$ cat src/rtl/byte_stuffed_frame_receiver_top_defines.svh
// Assertion macros used by the frame receiver control block.
`ifndef BYTE_STUFFED_FRAME_RECEIVER_TOP_DEFINES_SVH
`define BYTE_STUFFED_FRAME_RECEIVER_TOP_DEFINES_SVH

// Same-cycle implication, sampled on clk, off while in reset.
`define BSFR_ASSERT_NOW(lbl, ante, cons, msg) \
    lbl: assert property (@(posedge clk) disable iff (!rst_n) (ante) |-> (cons)) \
        else $error(msg);

// Next-cycle implication, sampled on clk, off while in reset.
`define BSFR_ASSERT_NEXT(lbl, ante, cons, msg) \
    lbl: assert property (@(posedge clk) disable iff (!rst_n) (ante) |=> (cons)) \
        else $error(msg);

`endif

$ cat src/rtl/bsfr_pkg.sv
// Package: constants, register indexes and state type of the frame receiver.
`default_nettype none
package bsfr_pkg;

    localparam int unsigned PACKET_BYTES_DEF = 64;
    localparam int unsigned BYTE_W           = 8;
    localparam int unsigned CFG_INDEX_W      = 2;

    localparam logic [BYTE_W-1:0] FLAG_RESET   = 8'hDD;
    localparam logic [BYTE_W-1:0] ESCAPE_RESET = 8'h7D;

    // Configuration register indexes
    localparam logic [CFG_INDEX_W-1:0] REG_FLAG   = 2'd0;
    localparam logic [CFG_INDEX_W-1:0] REG_ESCAPE = 2'd1;

    typedef enum logic [1:0] {
        S_IDLE  = 2'b01,
        S_DRAIN = 2'b10
    } state_t;

endpackage
`default_nettype wire

$ cat src/rtl/bsfr_if.sv
// Valid/ready channel interfaces for received bytes and packet results.
`default_nettype none
interface bsfr_in_if;
    logic       valid;
    logic       ready;
    logic [7:0] rx_byte;

    modport source (output valid, output rx_byte, input ready);
    modport sink   (input valid, input rx_byte, output ready);
endinterface

interface bsfr_out_if;
    logic       valid;
    logic       ready;
    logic [7:0] data_byte;
    logic       last;
    logic       empty_packet;

    modport source (output valid, output data_byte, output last, output empty_packet,
                    input ready);
    modport sink   (input valid, input data_byte, input last, input empty_packet,
                    output ready);
endinterface
`default_nettype wire

$ cat src/rtl/byte_stuffed_frame_receiver_top.sv
// Top level of the byte-stuffed frame receiver.
// Each accepted byte is decoded combinationally against the flag and escape registers and, when it
// is payload, written to the packet store at the running count, so the receiver takes one byte
// per cycle while filling. An unescaped flag closes the packet: a packet of n stored bytes
// yields n-1 results streamed from the store's registered read port at one per cycle while the
// output is taken (a single-byte packet yields one empty-packet result), and no byte is
// accepted until the final result of the run sits in the output register. The store needs no
// clearing after reset.
`default_nettype none
module byte_stuffed_frame_receiver_top #(
    parameter int unsigned PACKET_BYTES = bsfr_pkg::PACKET_BYTES_DEF
) (
    input  wire logic                             clk,
    input  wire logic                             rst_n,
    input  wire logic                             cfg_wr_en,
    input  wire logic [bsfr_pkg::CFG_INDEX_W-1:0] cfg_index,
    input  wire logic [bsfr_pkg::BYTE_W-1:0]      cfg_wdata,
    bsfr_in_if.sink                               in_ch,
    bsfr_out_if.source                            out_ch
);
    import bsfr_pkg::*;

    localparam int unsigned AW = $clog2(PACKET_BYTES);

    logic              wr_en;
    logic [AW-1:0]     wr_addr;
    logic [BYTE_W-1:0] wr_data;
    logic              rd_en;
    logic [AW-1:0]     rd_addr;
    logic [BYTE_W-1:0] rd_data;

    bsfr_ctrl #(
        .PACKET_BYTES (PACKET_BYTES),
        .AW           (AW)
    ) u_ctrl (
        .clk       (clk),
        .rst_n     (rst_n),
        .cfg_wr_en (cfg_wr_en),
        .cfg_index (cfg_index),
        .cfg_wdata (cfg_wdata),
        .in_ch     (in_ch),
        .out_ch    (out_ch),
        .wr_en     (wr_en),
        .wr_addr   (wr_addr),
        .wr_data   (wr_data),
        .rd_en     (rd_en),
        .rd_addr   (rd_addr),
        .rd_data   (rd_data)
    );

    bsfr_store #(
        .DEPTH (PACKET_BYTES),
        .AW    (AW)
    ) u_store (
        .clk     (clk),
        .wr_en   (wr_en),
        .wr_addr (wr_addr),
        .wr_data (wr_data),
        .rd_en   (rd_en),
        .rd_addr (rd_addr),
        .rd_data (rd_data)
    );

endmodule
`default_nettype wire

$ cat src/rtl/bsfr_store.sv
// Packet store: single-port-write, registered-read byte memory.
`default_nettype none
module bsfr_store #(
    parameter int unsigned DEPTH = bsfr_pkg::PACKET_BYTES_DEF,
    parameter int unsigned AW    = $clog2(DEPTH)
) (
    input  wire logic                         clk,
    input  wire logic                         wr_en,
    input  wire logic [AW-1:0]                wr_addr,
    input  wire logic [bsfr_pkg::BYTE_W-1:0]  wr_data,
    input  wire logic                         rd_en,
    input  wire logic [AW-1:0]                rd_addr,
    output      logic [bsfr_pkg::BYTE_W-1:0]  rd_data
);
    import bsfr_pkg::*;

    logic [BYTE_W-1:0] mem [DEPTH];
    logic [BYTE_W-1:0] rd_data_reg;

    // Write port
    always_ff @(posedge clk)
    begin
        if (wr_en)
        begin
            mem[wr_addr] <= wr_data;
        end
    end

    // Read port, data held until the next read
    always_ff @(posedge clk)
    begin
        if (rd_en)
        begin
            rd_data_reg <= mem[rd_addr];
        end
    end

    assign rd_data = rd_data_reg;

endmodule
`default_nettype wire

$ cat src/rtl/bsfr_ctrl.sv
// Control: escape decoding, byte count, store addressing and packet drain.
`default_nettype none
`include "byte_stuffed_frame_receiver_top_defines.svh"
module bsfr_ctrl #(
    parameter int unsigned PACKET_BYTES = bsfr_pkg::PACKET_BYTES_DEF,
    parameter int unsigned AW           = $clog2(PACKET_BYTES)
) (
    input  wire logic                            clk,
    input  wire logic                            rst_n,
    input  wire logic                            cfg_wr_en,
    input  wire logic [bsfr_pkg::CFG_INDEX_W-1:0] cfg_index,
    input  wire logic [bsfr_pkg::BYTE_W-1:0]     cfg_wdata,
    bsfr_in_if.sink                              in_ch,
    bsfr_out_if.source                           out_ch,
    output      logic                            wr_en,
    output      logic [AW-1:0]                   wr_addr,
    output      logic [bsfr_pkg::BYTE_W-1:0]     wr_data,
    output      logic                            rd_en,
    output      logic [AW-1:0]                   rd_addr,
    input  wire logic [bsfr_pkg::BYTE_W-1:0]     rd_data
);
    import bsfr_pkg::*;

    localparam logic [AW-1:0] CNT_MAX = AW'(PACKET_BYTES - 1);

    state_t            state_reg, state_next;
    logic [AW-1:0]     count_reg, count_next;
    logic              esc_reg, esc_next;
    logic [BYTE_W-1:0] flag_reg, flag_next;
    logic [BYTE_W-1:0] escape_reg, escape_next;
    logic [AW-1:0]     idx_reg, idx_next;
    logic [AW-1:0]     last_idx_reg, last_idx_next;
    logic              empty_reg, empty_next;
    logic              out_valid_reg, out_valid_next;
    logic [BYTE_W-1:0] out_data_reg, out_data_next;
    logic              out_last_reg, out_last_next;
    logic              out_empty_reg, out_empty_next;

    logic in_fire, is_flag, is_esc;
    logic do_close, do_store, set_esc;
    logic out_free, load_out, at_last;

    // Input decode
    assign in_ch.ready = (state_reg == S_IDLE);
    assign in_fire     = in_ch.valid && in_ch.ready;
    assign is_flag     = (in_ch.rx_byte == flag_reg);
    assign is_esc      = (in_ch.rx_byte == escape_reg);
    assign do_close    = in_fire && is_flag && !esc_reg;
    assign do_store    = in_fire && ((is_flag && esc_reg) || (!is_flag && (!is_esc || esc_reg)));
    assign set_esc     = in_fire && !is_flag && is_esc && !esc_reg;

    // Drain handshake: the output register frees when empty or taken
    assign out_free = !out_valid_reg || out_ch.ready;
    assign at_last  = empty_reg || (idx_reg == last_idx_reg);
    assign load_out = (state_reg == S_DRAIN) && out_free;

    // Store access; a stored byte is visible to reads issued after its write
    assign wr_en   = do_store;
    assign wr_addr = count_reg;
    assign wr_data = in_ch.rx_byte;
    assign rd_en   = (do_close && (count_reg > AW'(1)))
                  || (load_out && !at_last);
    assign rd_addr = (state_reg == S_IDLE) ? '0 : AW'(idx_reg + 1'b1);

    // Next-state logic
    always_comb
    begin
        state_next     = state_reg;
        count_next     = count_reg;
        esc_next       = esc_reg;
        idx_next       = idx_reg;
        last_idx_next  = last_idx_reg;
        empty_next     = empty_reg;
        out_valid_next = out_valid_reg && !out_ch.ready;
        out_data_next  = out_data_reg;
        out_last_next  = out_last_reg;
        out_empty_next = out_empty_reg;
        flag_next      = (cfg_wr_en && cfg_index == REG_FLAG) ? cfg_wdata : flag_reg;
        escape_next    = (cfg_wr_en && cfg_index == REG_ESCAPE) ? cfg_wdata : escape_reg;

        case (state_reg)
            S_IDLE:
            begin
                if (do_store)
                begin
                    count_next = (count_reg == CNT_MAX) ? '0 : AW'(count_reg + 1'b1);
                    esc_next   = 1'b0;
                end
                else if (set_esc)
                begin
                    esc_next = 1'b1;
                end
                else if (do_close)
                begin
                    count_next    = '0;
                    idx_next      = '0;
                    last_idx_next = AW'(count_reg - AW'(2));
                    empty_next    = (count_reg == AW'(1));
                    if (count_reg != '0)
                    begin
                        state_next = S_DRAIN;
                    end
                end
            end
            S_DRAIN:
            begin
                if (load_out)
                begin
                    out_valid_next = 1'b1;
                    out_data_next  = empty_reg ? '0 : rd_data;
                    out_last_next  = at_last;
                    out_empty_next = empty_reg;
                    if (at_last)
                    begin
                        state_next = S_IDLE;
                    end
                    else
                    begin
                        idx_next = AW'(idx_reg + 1'b1);
                    end
                end
            end
            default:
            begin
                state_next = S_IDLE;
            end
        endcase
    end

    // Control registers
    always_ff @(posedge clk or negedge rst_n)
    begin
        if (!rst_n)
        begin
            state_reg     <= S_IDLE;
            count_reg     <= '0;
            esc_reg       <= 1'b0;
            flag_reg      <= FLAG_RESET;
            escape_reg    <= ESCAPE_RESET;
            idx_reg       <= '0;
            last_idx_reg  <= '0;
            empty_reg     <= 1'b0;
            out_valid_reg <= 1'b0;
        end
        else
        begin
            state_reg     <= state_next;
            count_reg     <= count_next;
            esc_reg       <= esc_next;
            flag_reg      <= flag_next;
            escape_reg    <= escape_next;
            idx_reg       <= idx_next;
            last_idx_reg  <= last_idx_next;
            empty_reg     <= empty_next;
            out_valid_reg <= out_valid_next;
        end
    end

    // Result payload
    always_ff @(posedge clk)
    begin
        out_data_reg  <= out_data_next;
        out_last_reg  <= out_last_next;
        out_empty_reg <= out_empty_next;
    end

    assign out_ch.valid        = out_valid_reg;
    assign out_ch.data_byte    = out_data_reg;
    assign out_ch.last         = out_last_reg;
    assign out_ch.empty_packet = out_empty_reg;

    // Checks
    `BSFR_ASSERT_NOW(a_no_write_in_drain, state_reg == S_DRAIN, !wr_en, "store written during drain")
    `BSFR_ASSERT_NEXT(a_close_clears_count, do_close, count_reg == '0, "count not cleared on close")
    `BSFR_ASSERT_NEXT(a_last_ends_drain, load_out && at_last, state_reg == S_IDLE, "drain did not end")
    `BSFR_ASSERT_NOW(a_idx_bounded, state_reg == S_DRAIN && !empty_reg, idx_reg <= last_idx_reg, "drain index past end")

endmodule
`default_nettype wire
$ cat src/flat_wrapper.sv
// flat-port wrapper written by rule: the top's interface ports become plain ports
module byte_stuffed_frame_receiver_top_flat import bsfr_pkg::*;
#(
    parameter int unsigned PACKET_BYTES = bsfr_pkg::PACKET_BYTES_DEF
)
  (clk, rst_n, cfg_wr_en, cfg_index, cfg_wdata, in_ch_valid, in_ch_rx_byte, in_ch_ready, out_ch_valid, out_ch_data_byte, out_ch_last, out_ch_empty_packet, out_ch_ready);
  bsfr_in_if in_ch_i ();
  bsfr_out_if out_ch_i ();
  input  wire logic clk;
  input  wire logic rst_n;
  input  wire logic cfg_wr_en;
  input  wire logic [bsfr_pkg::CFG_INDEX_W-1:0] cfg_index;
  input  wire logic [bsfr_pkg::BYTE_W-1:0] cfg_wdata;
  input wire logic [$bits(in_ch_i.valid)-1:0] in_ch_valid;
  input wire logic [$bits(in_ch_i.rx_byte)-1:0] in_ch_rx_byte;
  output wire logic [$bits(in_ch_i.ready)-1:0] in_ch_ready;
  output wire logic [$bits(out_ch_i.valid)-1:0] out_ch_valid;
  output wire logic [$bits(out_ch_i.data_byte)-1:0] out_ch_data_byte;
  output wire logic [$bits(out_ch_i.last)-1:0] out_ch_last;
  output wire logic [$bits(out_ch_i.empty_packet)-1:0] out_ch_empty_packet;
  input wire logic [$bits(out_ch_i.ready)-1:0] out_ch_ready;
  assign in_ch_i.valid = in_ch_valid;
  assign in_ch_i.rx_byte = in_ch_rx_byte;
  assign in_ch_ready = in_ch_i.ready;
  assign out_ch_valid = out_ch_i.valid;
  assign out_ch_data_byte = out_ch_i.data_byte;
  assign out_ch_last = out_ch_i.last;
  assign out_ch_empty_packet = out_ch_i.empty_packet;
  assign out_ch_i.ready = out_ch_ready;
  byte_stuffed_frame_receiver_top #(.PACKET_BYTES(PACKET_BYTES)) u_core (.clk(clk), .rst_n(rst_n), .cfg_wr_en(cfg_wr_en), .cfg_index(cfg_index), .cfg_wdata(cfg_wdata), .in_ch(in_ch_i), .out_ch(out_ch_i));
endmodule
$ cat config.mk
export PLATFORM = sky130hd
export DESIGN_NAME = byte_stuffed_frame_receiver_top_flat
export DESIGN_NICKNAME = d
export VERILOG_FILES = /design/src/rtl/bsfr_pkg.sv /design/src/rtl/bsfr_if.sv /design/src/rtl/byte_stuffed_frame_receiver_top.sv /design/src/rtl/bsfr_store.sv /design/src/rtl/bsfr_ctrl.sv /design/src/flat_wrapper.sv
export VERILOG_INCLUDE_DIRS = /design/src /design/src/rtl
export SDC_FILE = /design/constraint.sdc
export NUM_CORES = 1
export LEC_CHECK = 0
export ABC_AREA = 1
export BUFFER_PORTS_ARGS = -buffer_cell sky130_fd_sc_hd__buf_2
export CAP_MARGIN = 20
export CORE_UTILIZATION = 30
export DETAILED_ROUTE_END_ITERATION = 8
export SYNTH_ARGS = -nofsm -noshare
export SYNTH_HDL_FRONTEND = slang
export SYNTH_SLANG_ARGS = --single-unit
$ cat constraint.sdc
create_clock -name clk -period 3.5 [get_ports clk]
set_input_delay 0.525 -clock clk [delete_from_list [all_inputs] [get_ports clk]]
set_output_delay 0.525 -clock clk [all_outputs]
set_load 0.01 [all_outputs]
# Word-level counts from Yosys, hierarchy flattened
# Memories as Yosys holds them, arrays and structs flattened. A register that Yosys moved wholly into a read port is not among the register bits.
# Cells that the tools add are included.
[totals] reg_bits=49 latchBits=0 mem_bits_rw=512 romBits=0 in_bits=23 out_inout_bits=12 word_cells=94 memories=1
[memory_table] memory="u_core.u_store.mem" words=64 width=8 rd=1 rd_ports_with_merged_regs=1 write_ports=1 line_no="bsfr_store.sv:17" source="logic [BYTE_W-1:0] mem [DEPTH];"
[classes] add_sub_neg=3 n_mul=0 div_mod_pow=0 magnitude_cmp=1 n_eq_ne=16 shift=0 mux=22 bitwise=2 n_reduce_logical=37
[op_table] operator="two-way mux 6 bit" count=8
[op_table] operator="== test 8 bit" count=2
[op_table] operator="logical AND 1 bit" count=15
[op_table] operator="adder 6 x 1 -> 6 bit, second input constant" count=2
[op_table] operator="two-way mux 2 bit" count=6
[op_table] operator="!= test 2 bit, second input constant" count=6
[op_table] operator="case mux 6 bit (2 select lines)" count=1
[op_table] operator="AND reduction 6 bit" count=2
[op_table] operator="== test 6 x 1 -> 1 bit, second input constant" count=1
[op_table] operator="== test 6 bit" count=1
[op_table] operator="== test 6 bit, second input constant" count=1
[op_table] operator="greater-than comparator 6 x 1 -> 1 bit, second input constant" count=1
[op_table] operator="logical NOT 1 bit" count=6
[op_table] operator="two-way mux 1 bit" count=6
[op_table] operator="nonzero test 2 bit" count=3
[op_table] operator="nonzero test 6 bit" count=1
[op_table] operator="subtractor 6 x 2 -> 6 bit, second input constant" count=1
[op_table] operator="logical OR 1 bit" count=5
[op_table] operator="== test 2 x 1 -> 1 bit, second input constant" count=2
[op_table] operator="!= test 2 x 1 -> 1 bit, second input constant" count=2
[op_table] operator="case mux 2 bit (2 select lines)" count=1
[op_table] operator="AND reduction 2 bit" count=2
[op_table] operator="AND reduction 4 bit" count=1
[op_table] operator="AND reduction 3 bit" count=1
[op_table] operator="other kinds (3)" count=4

# Longest topological paths before layout
# Gate-level depths: netlist of run 1.
[depth] depth_word=8 ltp_mapped=12 depth_no_buf=11

# Modules after synthesis
# From an unflattened synthesis of run 1, not the netlist that was laid out.
[hier_totals] hier_cells=2175 area_unflattened_um2=24280.8
[by_module_without_submodules] mod="bsfr_store" instances=1 cells_per_inst=1805 area_each_um2=21419.3 seq_area_each_um2=15615.0
[by_module_without_submodules] mod="bsfr_ctrl" instances=1 cells_per_inst=370 area_each_um2=2861.5 seq_area_each_um2=1292.5

# Worst setup path after synthesis of run 1
# No wires, ideal clock.
[synth_timing] path_kind="input port to flip-flop" startpoint="input in_ch_rx_byte[6]" endpoint="memory u_core.u_store.mem[57][1], enable pin" setup_time_ns=0.383 t_arrival_ns=2.051 required_time_ns=3.117 setup_slack_ns=1.065 stages=10 n_path_buf=1 path_cell_list="inv_1 -> or2_2 -> nand4_1 -> nor2_1 -> nand2_1 -> nand2_1 -> nand2_2 -> nand2_2 -> buf_2 -> nor3_1"
[synth_via] elab_chain_len=8 elab_cells_between_ends=11 classes_between="eq/ne: 2; mux: 2; reduce/logical: 7"
[synth_lines] item="start, declared" line_no="flat_wrapper.sv:15" source="input wire logic [$bits(in_ch_i.rx_byte)-1:0] in_ch_rx_byte;"
[synth_lines] item="== test 8 bit" line_no="bsfr_ctrl.sv:47" source="assign is_esc = (in_ch.rx_byte == escape_reg);"
[synth_lines] item="logical NOT 1 bit" line_no="bsfr_ctrl.sv:49" source="assign do_store = in_fire && ((is_flag && esc_reg) || (!is_flag && (!is_esc || esc_reg)));"
[synth_lines] item="logical OR 1 bit" line_no="bsfr_ctrl.sv:49"
[synth_lines] item="logical AND 1 bit" line_no="bsfr_ctrl.sv:49"
[synth_lines] item="logical OR 1 bit (*)" line_no="bsfr_ctrl.sv:49"
[synth_lines] item="logical AND 1 bit (*)" line_no="bsfr_ctrl.sv:49"
[synth_lines] item="two-way mux 1 bit (*)" line_no="bsfr_store.sv:23" source="if (wr_en)"
[synth_lines] item="two-way mux 1 bit (implied by the code) (*)" line_no="bsfr_store.sv:25" source="mem[wr_addr] <= wr_data;"
[synth_lines] item="end, declared" line_no="bsfr_store.sv:17"
# Mark *: on every way between the ends. The rest lies on a longest branch, timed or not.

# Final worst setup path of run 1
[layout_timing] startpoint="register u_core.u_ctrl.idx_reg[0]" endpoint="register u_core.u_store.rd_data_reg[6] (netlist: u_core.u_store.rd_data[6]), read port of u_core.u_store.mem (data pin)"
[layout_via] elab_chain_len=5 elab_cells_between_ends=7 classes_between="add/sub: 1; eq/ne: 1; mux: 1; reduce/logical: 4"
[layout_lines] item="start, declared" line_no="bsfr_ctrl.sv:31" source="logic [AW-1:0] idx_reg, idx_next;"
[layout_lines] item="start signal, assigned" line_no="bsfr_ctrl.sv:152" source="idx_reg <= idx_next;"
[layout_lines] item="parallel branches: the longest is 5 deep, another holds adder 6 x 1 -> 6 bit"
[layout_lines] item="end, declared" line_no="bsfr_store.sv:18" source="logic [BYTE_W-1:0] rd_data_reg;"
# Several ways; the timed one is not identified.
# A chain may end at the register's enable or synchronous reset.

==> results of run 1 <==
## cell type report
cell class,count,area [um2]
repair buffers,118,938
clock buffers,78,1630
clock inverters,29,309
well taps,1080,1350
flip-flops and latches,569,16900
multi-input cells,1400,6670
inverters,297,1120
fillers,8279,54600
## worst paths after layout
kind	from	to	slack, ns
setup reg to reg	u_core.u_ctrl.idx_reg[0]$_DFFE_PN0P_	u_core.u_store.rd_data[6]$_DFFE_PP_	0.74
hold reg to reg	u_core.u_ctrl.flag_reg[4]$_DFFE_PN1P_	u_core.u_ctrl.flag_reg[4]$_DFFE_PN1P_	0.51
max in group asynchronous	rst_n	u_core.u_ctrl.last_idx_reg[5]$_DFFE_PN0P_	2.92
min in group clk	cfg_wdata[0]	u_core.u_ctrl.escape_reg[0]$_DFFE_PN1P_	0.15
setup / recovery	u_core.u_ctrl.idx_reg[0]$_DFFE_PN0P_	u_core.u_store.rd_data[6]$_DFFE_PP_	0.74
hold / removal	rst_n	u_core.u_ctrl.last_idx_reg[0]$_DFFE_PN0P_	0.03
## per-layer routing
layer,vias to the layer above,wire [um]
li1,8158,-
met4,0,2030
met2,616,32600
met5,-,0
met3,108,4450
met1,8188,28700
## stage by stage
stage / setup slack [ns] / hold slack [ns] / util (%)
floorplan: 1.07 / 0.229 / -
global placement: 0.541 / 0.495 / 32.3
detailed placement: 0.523 / 0.499 / 32.3
CTS: 0.748 / 0.0292 / 34.6
global route: 0.585 / 0.0830 / 34.6
finish: 0.744 / 0.0283 / 34.6
## synth_stat cells (all sizes together)
cell type | instances | area (um2)
nand4 | 9 | 56.3
clkinv | 3 | 11.3
clkbuf | 33 | 124
buf | 97 | 493
or2 | 3 | 18.8
nand3b | 119 | 893
xor2 | 6 | 52.6
ha | 10 | 125
dfrtp | 26 | 651
xnor2 | 15 | 131
o211ai | 1 | 7.51
nand2 | 374 | 1420
edfxtp | 530 | 15900
dfstp | 13 | 342
nand3 | 452 | 2260
a21oi | 5 | 25.0
nor3 | 9 | 45.0
inv | 294 | 1100
o21ai | 68 | 340
o31ai | 2 | 15.0
nor2 | 327 | 1240
## report_power, final
group          switching [W]  internal [W]  total (W)  leakage [nW]
sequential          0.000149       0.00769    0.00784          5.24
combinational        0.00342       0.00140    0.00482          5.22
clock                0.00259       0.00376    0.00635         0.950
## worst max-delay path, stage by stage, from the launching register on
cell     delay (ns)
dfrtp_1        0.50
ha_1           0.40
nand2_4        0.36
buf_4          0.44
nor2_1         0.08
nand2_1        0.08
nand3_1        0.14
nand3_1        0.17
nand3_1        0.12
nand3_1        0.13
nand2_1        0.06
## cells by family after synthesis
family	count (synthesis)	share of synthesized area, %
xor+xnor	21	0.728
fa+ha+maj	10	0.495
simple gates	1293	23.5
compound gates	76	1.53
flops	569	66.9
buf+inv	427	6.85
==> results.ini, run 1 <==
[yosys]
synth_nets=2429
syn_area_per_cell_um2=10.5
ys_seq_area_share_pct=66.9
yosysWarnings=0
netlist_instances=2396
syn_area_um2=25300
synth.distinct_cells=30
ys_ff_latch=569

[layout]
regMostFlops=u_core.u_store.mem
n_antenna_cell=0
nets=2478
synthToLayoutAreaGrowth_pct=14.5
final_cells=3571
drive_gt1_share_pct=9.31
largest_register_ffs=512
final_common_cell=edfxtp_1
final_area_um2=28900
final_cell_mix=530 x edfxtp_1, 452 x nand3_1, 368 x nand2_1, 323 x nor2_1, 288 x inv_1

[placed_design]
portBuffers=34
gpl.final_weighted_congestion=0.841
dpl-instance-area_um2=27000
place_inst=3464
hpwl_um=40000

[grt]
grt_max_degree=168
gr-usage-met1_pct=20.9
gr-usage-met3_pct=2.44
grt_pass1_vias=16416
grt_busiest_layer=met2
use_met2_pct=26.5
grtUsageTotal_pct=15.8
grt_overflow_total=0
grt_pass1_wl_um=102000
grt_antenna_before_repair=0

[sta]
skew_ns=0.0237
fin_tns_setup_ns=0
setup_violations=0
period_minus_slack_ns=2.76
drv_slew=0
fin_crit_sh_pct=78.7
rsz0062_at_grt=false
fmax_mhz=363
final_hold_viol_count=0
tightest_slew_ns=1.02
maxSlewHeadroom_pct=32.2

[clock_network]
cts.repair.resized=0
clk_pin_slew_ns=0.06
cts_setup_buffers=0
numCtsBuffers=59
cts_tree=built
cts.sinks=569
clk_path_buf_depth=3
htree_levels=2
cts-root-buf=clkbuf_16
cts_hold_buf=0
clk_latency_ns=0.63

[die]
die_area_um2=85400
start_util_pct=30.3
coreArea_um2=83600
core.rowCount=106
ioPinCount=35
die_w_um=292
die_y_um=292

[run_status]
status=completed

[drt]
drt-total-wl_um=67800
drc=0
ant_nets=0
via_count=17070
dr.first_iter.drc_count=1543
wl_per_cell_um=19.0
viasPerCell=4.78
drt_pre_antenna_iters=5

[worst_setup_path]
critPathLaunchType=flop
crit_type=reg -> reg
end_kind=flop
required_ns=3.87
crit_fanout=32
reg2reg_depth=10
cp_data_arrival_time_ns=3.12

[pwr]
p_leak_nw=11.4
p_per_area_nw_per_um2=657
power_w=0.0190
irDropWorstVdd_mv=0.726

[job]
drv_cap=0

[worst_hold_path]
hp-class=in -> async

No activity file was read; power rests on OpenSTA's default activity.
==> run 2, diff against run 1 <==
==> constraint.sdc (replaced) <==
create_clock -name clk -period 2.65 [get_ports clk]
set_input_delay 0.3975 -clock clk [delete_from_list [all_inputs] [get_ports clk]]
set_output_delay 0.3975 -clock clk [all_outputs]
set_load 0.01 [all_outputs]
==> results.ini, run 2 (same netlist as run 1, synthesis figures left out) <==
[run_status]
status=completed

[pwr]
power_w=0.0249
p_per_area_nw_per_um2=856
p_clk_share_pct=31.4
pwr-share-seq_pct=41.5
p_switching_w=0.00829
p_leak_nw=11.5
p_comb_share_pct=27.2
p_sw_share_pct=33.3
p_int_w=0.0166
irDropWorstVdd_mv=0.559

[clock_network]
cts.sinks=569
clk_pin_slew_ns=0.06
cts-root-buf=clkbuf_16
clk_latency_ns=0.65
cts_tree=built
clk_path_buf_depth=3
htree_levels=2
cts_setup_buffers=0
numCtsBuffers=58

[worst_setup_path]
cp_data_arrival_time_ns=2.96
crit_type=reg -> reg
end_kind=flop
max_stage_delay_ns=0.45
cp_common_cell=nand3_1
crit_chain=ha_1 > nand2_4 > buf_4 > buf_4 > nand3_1 > nand3_1 > nand3_1 > nand3_1 > nand3_1 > nand2_1
slowest_stage=dfrtp_1
crit_fanout=36
reg2reg_depth=10
required_ns=3.12
critPathLaunchType=flop

[layout]
n_antenna_cell=0
largest_register_ffs=512
drive_gt1_share_pct=10.1
final_common_cell=edfxtp_1
nets=2489
final_cell_mix=530 x edfxtp_1, 452 x nand3_1, 368 x nand2_1, 312 x nor2_1, 288 x inv_1
regMostFlops=u_core.u_store.mem
synthToLayoutAreaGrowth_pct=15.1

[sta]
rsz0062_at_grt=true
fin_crit_sh_pct=94.1
fmax_mhz=401
drv_slew=0
setup_violations=0
skew_ns=0.0382
maxSlewHeadroom_pct=32.1
tightest_slew_ns=1.02
period_minus_slack_ns=2.49
fin_tns_setup_ns=0
final_hold_viol_count=0
holdWs_ns=0.0340

[die]
core.rowCount=106
die_area_um2=85400
ioPinCount=35
start_util_pct=30.3
coreArea_um2=83600
die_y_um=292
die_w_um=292

[grt]
grt_overflow_total=0
grt_max_degree=69
grt_pass1_wl_um=104000
grtUsageTotal_pct=16.1
grt_antenna_before_repair=0
grt_pass1_vias=17005

[drt]
drt-total-wl_um=68900
dr.first_iter.drc_count=1810
drt_pre_antenna_iters=6
wl_per_cell_um=19.2
ant_nets=0
viasPerCell=4.83
via_count=17310
drc=0

[placed_design]
gpl.final_weighted_congestion=0.871
portBuffers=34
hpwl_um=43000

[job]
drv_cap=0

[worst_hold_path]
hold_depth=3
hp-class=in -> reg

==> run 2: cell types whose count changed in the layout (fill, tap and decap cells not counted), sizes merged <==
cell         previous run  this run
buf                   118       129
clkinv                 24        32
bufinv                  7         2
clkbuf                 78        77
clkinvlp                1         0
dlygate4sd3             0         1
==> run 2: per-stage QoR <==
| step | utilization (%) | worst slack [ns] | std cells | cell area [um2] |
|---|---|---|---|---|
| finish | 34.8 | 0.157 | 3584 | 29100 |
| global route | 34.8 | -0.0180 | 3584 | 29100 |
| CTS | 34.8 | 0.121 | 3583 | 29000 |
| detailed placement | 32.6 | -0.0150 | 3474 | 27200 |
| global placement | 32.6 | 0.0326 | 3474 | 27200 |
| floorplan | - | 0.343 | 2396 | 25300 |
==> run 2: critical path, delay by kind of cell (launching register included) <==
| family | cells | cell delay (ns) |
|---|---|---|
| adder cells (fa/ha/maj) | 1 | 0.36 |
| buffers and inverters | 2 | 0.61 |
| flip-flops | 1 | 0.45 |
| AND/OR/NAND/NOR | 7 | 0.88 |
==> run 2: path summary, 6_finish.rpt <==
check | slack (ns) | endpoint | startpoint
max in group asynchronous | 1.65 | u_core.u_ctrl.wr_addr[1]$_DFFE_PN0P_ | rst_n
min reg2reg | 0.50 | u_core.u_ctrl.flag_reg[3]$_DFFE_PN1P_ | u_core.u_ctrl.flag_reg[3]$_DFFE_PN1P_
min | 0.03 | u_core.u_ctrl.escape_reg[2]$_DFFE_PN1P_ | cfg_wdata[2]
min in group asynchronous | 0.44 | u_core.u_ctrl.idx_reg[5]$_DFFE_PN0P_ | rst_n
max | 0.16 | u_core.u_store.rd_data[6]$_DFFE_PP_ | u_core.u_ctrl.idx_reg[1]$_DFFE_PN0P_
max reg2reg | 0.16 | u_core.u_store.rd_data[6]$_DFFE_PP_ | u_core.u_ctrl.idx_reg[1]$_DFFE_PN0P_
==> run 2: layer usage <==
metal | up-vias | GRT usage (%) | routed length [um]
met2 | 693 | 25.9 | 32100
met3 | 132 | 3.48 | 5260
met5 | - | 0 | 0
met4 | 0 | 6.40 | 2650
met1 | 8290 | 21.1 | 28900
li1 | 8195 | - | -
==> run 2: layout make-up <==
cell class	count	area, um2
sequential	569	16900
multi-input combinational	1400	6700
fill	8331	54500
tap	1080	1350
clock buffer	77	1570
timing repair buffer	130	1190
clock inverter	31	235
inverter	297	1120
==> run 2: power groups by stage <==
stage,combinational (W),sequential (W),clock (W)
6_report,0.00676,0.0103,0.00780
5_1_grt,0.00747,0.0104,0.00828
4_1_cts,0.00676,0.0103,0.00794
3_5_place_dp,0.00672,0.0105,0
3_3_place_gp,0.00673,0.0105,0
2_1_floorplan,0.00417,0.0105,0
==> run 2: repair_timing <==
item	CTS	global route
hold buffers	1	0
gates resized for setup	0	11
setup endpoints to repair	0	104
endpoints found under the hold margin	26	0
